$ cat src/design/plrp_pkg.sv
// Shared types and constants of the present-locked retrace pacer.
package plrp_pkg;

  localparam int REG_BITS          = 20;
  localparam int FB_BITS           = 32;
  localparam int AVG_BITS          = 28;
  localparam int FRAC_BITS         = 6;
  localparam int CFG_INDEX_BITS    = 4;
  localparam int TIME_BITS_DEFAULT = 48;
  localparam int ADDR_BITS_DEFAULT = 32;

  // register indexes
  localparam logic [CFG_INDEX_BITS-1:0] REG_PERIOD    = 4'd0;
  localparam logic [CFG_INDEX_BITS-1:0] REG_TOLERANCE = 4'd1;
  localparam logic [CFG_INDEX_BITS-1:0] REG_GRACE     = 4'd2;
  localparam logic [CFG_INDEX_BITS-1:0] REG_RESYNC    = 4'd3;

  // register reset values
  localparam logic [REG_BITS-1:0] PERIOD_RESET    = 20'd16667;
  localparam logic [REG_BITS-1:0] TOLERANCE_RESET = 20'd2000;
  localparam logic [REG_BITS-1:0] GRACE_RESET     = 20'd6667;
  localparam logic [REG_BITS-1:0] RESYNC_RESET    = 20'd100000;

  // action codes
  localparam logic [1:0] ACT_TICK    = 2'd0;
  localparam logic [1:0] ACT_PRESENT = 2'd1;
  localparam logic [1:0] ACT_SWAP    = 2'd2;

  // lock divisor codes
  localparam logic [1:0] DIV_NONE = 2'd0;
  localparam logic [1:0] DIV_ONE  = 2'd1;
  localparam logic [1:0] DIV_TWO  = 2'd2;

  typedef struct packed {
    logic [REG_BITS-1:0] period;
    logic [REG_BITS-1:0] tolerance;
    logic [REG_BITS-1:0] grace;
    logic [REG_BITS-1:0] resync;
  } cfg_t;

  typedef struct packed {
    logic [1:0]         action;
    logic [FB_BITS-1:0] framebuffer;
  } item_t;

  typedef struct packed {
    logic               retrace;
    logic [FB_BITS-1:0] current_fb;
    logic [1:0]         divisor;
  } result_t;

endpackage

$ cat src/design/plrp_cfg_regs.sv
// Configuration register file of the pacer.
module plrp_cfg_regs (
  input  logic                                clk,
  input  logic                                rst,
  input  logic                                cfg_we,
  input  logic [plrp_pkg::CFG_INDEX_BITS-1:0] cfg_index,
  input  logic [plrp_pkg::REG_BITS-1:0]       cfg_wdata,
  output plrp_pkg::cfg_t                      cfg
);
  import plrp_pkg::*;

  always_ff @(posedge clk) begin
    if (rst) begin
      cfg.period    <= PERIOD_RESET;
      cfg.tolerance <= TOLERANCE_RESET;
      cfg.grace     <= GRACE_RESET;
      cfg.resync    <= RESYNC_RESET;
    end else if (cfg_we) begin
      case (cfg_index)
        REG_PERIOD:    cfg.period    <= cfg_wdata;
        REG_TOLERANCE: cfg.tolerance <= cfg_wdata;
        REG_GRACE:     cfg.grace     <= cfg_wdata;
        REG_RESYNC:    cfg.resync    <= cfg_wdata;
        default: ; // unmapped index: dropped
      endcase
    end
  end

endmodule

$ cat config.mk
export PLATFORM = sky130hd
export DESIGN_NAME = plrp_cfg_regs
export DESIGN_NICKNAME = d
export VERILOG_FILES = /design/src/design/plrp_pkg.sv /design/src/design/plrp_cfg_regs.sv
export SDC_FILE = /design/constraint.sdc
export NUM_CORES = 1
export LEC_CHECK = 0
export ABC_CLOCK_PERIOD_IN_PS = 1140
export BUFFER_PORTS_ARGS = -buffer_cell sky130_fd_sc_hd__buf_4
export CAP_MARGIN = 20
export CORE_ASPECT_RATIO = 1.25
export CORE_UTILIZATION = 25
export CTS_CLUSTER_DIAMETER = 50
export CTS_CLUSTER_SIZE = 40
export DETAILED_ROUTE_END_ITERATION = 10
export HOLD_SLACK_MARGIN = 0.08
export MAX_ROUTING_LAYER = met4
export PLACE_DENSITY = 0.55
export REMOVE_ABC_BUFFERS = 1
export SYNTH_ARGS = -nofsm -noshare
export SYNTH_HDL_FRONTEND = slang
export SYNTH_SLANG_ARGS = --single-unit
$ cat constraint.sdc
create_clock -name clk -period 1.14 [get_ports clk]
set_input_delay 0.171 -clock clk [delete_from_list [all_inputs] [get_ports clk]]
set_output_delay 0.171 -clock clk [all_outputs]
set_load 0.03 [all_outputs]
==> impl_metrics.tcl <==
set metrics [dict create \
    cts-root-buf "clkbuf_16" \
    crit_fanout 2 \
    finalHoldViolations 0 \
    cp_data_arrival_time_ns 0.85 \
    worstMarginPinSlew_ns 0.271 \
    cts_hold_buf 2 \
    largest-register "cfg" \
    grt_use_met3_pct 3.55 \
    dieWidth_um 104 \
    grt_setup_unrepaired "false" \
    initial_core_util_pct 25.6 \
    reg_top3 "cfg: 80 flops" \
    report.final.slew_viol_count 0 \
    cpPeakStageDelay_ns 0.35 \
    grt-ovfl-total 0 \
    cts.repair.resized 0 \
    drt_iter0_drc 59 \
    syn_inst 306 \
    period_needed_ns 1.02 \
    clock_sinks 80 \
    required_ns 0.97 \
    place_ws_ns -0.170 \
    drt-wirelength-per-cell_um 13.3 \
    synth-seq-cells 80 \
    max_slew_margin_pct 81.9 \
    design.portCount 107 \
    grt_pass1_wl_um 12200 \
    regArea_um2 1600 \
    hold_class "in -> reg" \
    fin_crit_sh_pct 89.9 \
    numPortBuffers 106 \
    syn_to_final_growth_pct 42.7 \
    placed_cell_area_um2 4300 \
    design_area_um2 4600 \
    rows 46 \
    routed-via-count 2407 \
    power_mw 6.13 \
    ys_seq_area_share_pct 49.7 \
    use_met1_pct 14.6 \
    crit_buf_inv 1 \
    antenna_cells 0 \
    clock_path_buffers 2 \
    wl_um 7850 \
    yosysUniqueCellTypes 18 \
    ir_worst_vdd_uv 727 \
    clk_pin_slew_worst_paths_ns 0.06 \
    cts_tree "done" \
    max-cap-violations 0 \
    hpwl_um 5560 \
    multi_input_area_um2 1510 \
    leakagePower_nw 2.12 \
    avgSynthCellArea_um2 10.5 \
    skew_ns 0 \
    grt_pass1_vias 2328 \
    ys_warn_count 0 \
    h-tree-depth 3 \
    fill_cells 1285 \
    p_per_area_nw_per_um2 1330 \
    outcome "complete, no violations" \
    setup_ws_ns 0.116 \
    core-area_um2 12600 \
    final_nets 445 \
    criticalPathCategory "reg -> out" \
    hold_ws_ns 0.112 \
    drtPass1Iterations 4 \
    critPathSlowestCell "dfxtp_1" \
    crit_path_start_kind "register" \
    largest_register_ffs 80 \
    die_h_um 129 \
    busiest_layer "met2" \
    post_cts_buffers 0 \
    path_cells "buf_4" \
    syn-cell-area_um2 3220 \
    worstSkewPairLatency_ns 0.32 \
    end_kind "output pin" \
    die_area_um2 13400 \
    postRouteAntennaNets 0 \
    grt_max_degree 40 \
    cts_buffers 9 \
    viasPerCell 4.07 \
    drc 0 \
    track_usage_pct 12.3 \
    antenna_found_initial 0 \
    place_congestion 0.794 \
    timing.critical_path.max_delay_family "flip-flops" \
    drive_above_1_share_pct 32.6 \
    setup_viol 0 \
    max_clock_freq_ghz 0.976 \
    grt_use_met2_pct 19.5 \
]
-- cells in the final DEF, fill, tap and decap left out --
cell,n
nor2_1,36
a21boi_0,2
buf_4,117
nand4b_1,1
bufinv_16,1
clkinv_2,3
clkbuf_1,3
nor4b_4,1
buf_12,5
nand2b_1,77
nand2_2,1
mux2i_1,78
dlygate4sd3_1,2
dfxtp_1,80
a211o_1,2
nor2b_2,1
and4_1,1
nand4_1,1
and4b_1,1
and2_0,1
clkbuf_16,9
-- power by group --
part           switching (mW)  leakage, nW  total, mW  internal (mW)
combinational           0.259         1.34      0.499          0.240
sequential             0.0206        0.647       2.85           2.83
clock                    1.08        0.140       2.77           1.69
-- per-stage QoR --
| stage | std cells | util, % | TNS (ns) |
|---|---|---|---|
| 2_1_floorplan | 283 | - | -16.84 |
| 3_3_place_gp | 573 | 34.1 | -7.01 |
| 3_5_place_dp | 573 | 34.1 | -6.84 |
| 4_1_cts | 591 | 36.5 | 0 |
| 5_1_grt | 591 | 36.5 | 0 |
| 6_report | 591 | 36.5 | 0 |
-- area by class of cell --
type,count,share of cell area (%)
tap,168,4.57
timing repair buffer,124,21.7
clock buffer,12,5.14
multi-input combinational,203,32.8
sequential,80,34.8
clock inverter,4,0.979
-- metal layers --
metal | up-vias | routed length [um] | share of wire, %
met5 | - | 0 | 0
met4 | 0 | 133 | 1.7
met3 | 9 | 354 | 4.5
met2 | 64 | 3770 | 48
met1 | 1104 | 3590 | 46
li1 | 1230 | - | -
-- final timing paths --
path           startpoint       to  slack, ns  cells after the start
max               cfg[12]  cfg[12]       0.12                      1
min reg2reg       cfg[66]  cfg[66]       0.47                      2
min          cfg_wdata[6]  cfg[46]       0.11                      3
max reg2reg       cfg[31]  cfg[31]       0.31                      2
-- Yosys cell counts (all sizes together) --
cell | count | share of area, %
a211o | 2 | 0.54
nor4b | 1 | 0.74
nand2 | 1 | 0.19
a21boi | 2 | 0.47
and4b | 1 | 0.31
clkbuf | 13 | 1.5
nor2 | 36 | 4.2
nand4 | 1 | 0.19
mux2i | 78 | 24
nand2b | 77 | 15
dfxtp | 80 | 50
and2 | 1 | 0.19
nor2b | 1 | 0.19
nand4b | 1 | 0.27
and4 | 1 | 0.27
buf | 10 | 2.1
-- kinds of logic after synthesis --
group                  after synthesis  synth area share (%)
and+or+nand+nor                    121                  21.5
AOI/OAI and AO/OA                    4                  1.01
DFF                                 80                  49.7
muxes                               78                  24.2
buffers and inverters               23                  3.61
Power figures use the tool's default switching activity.
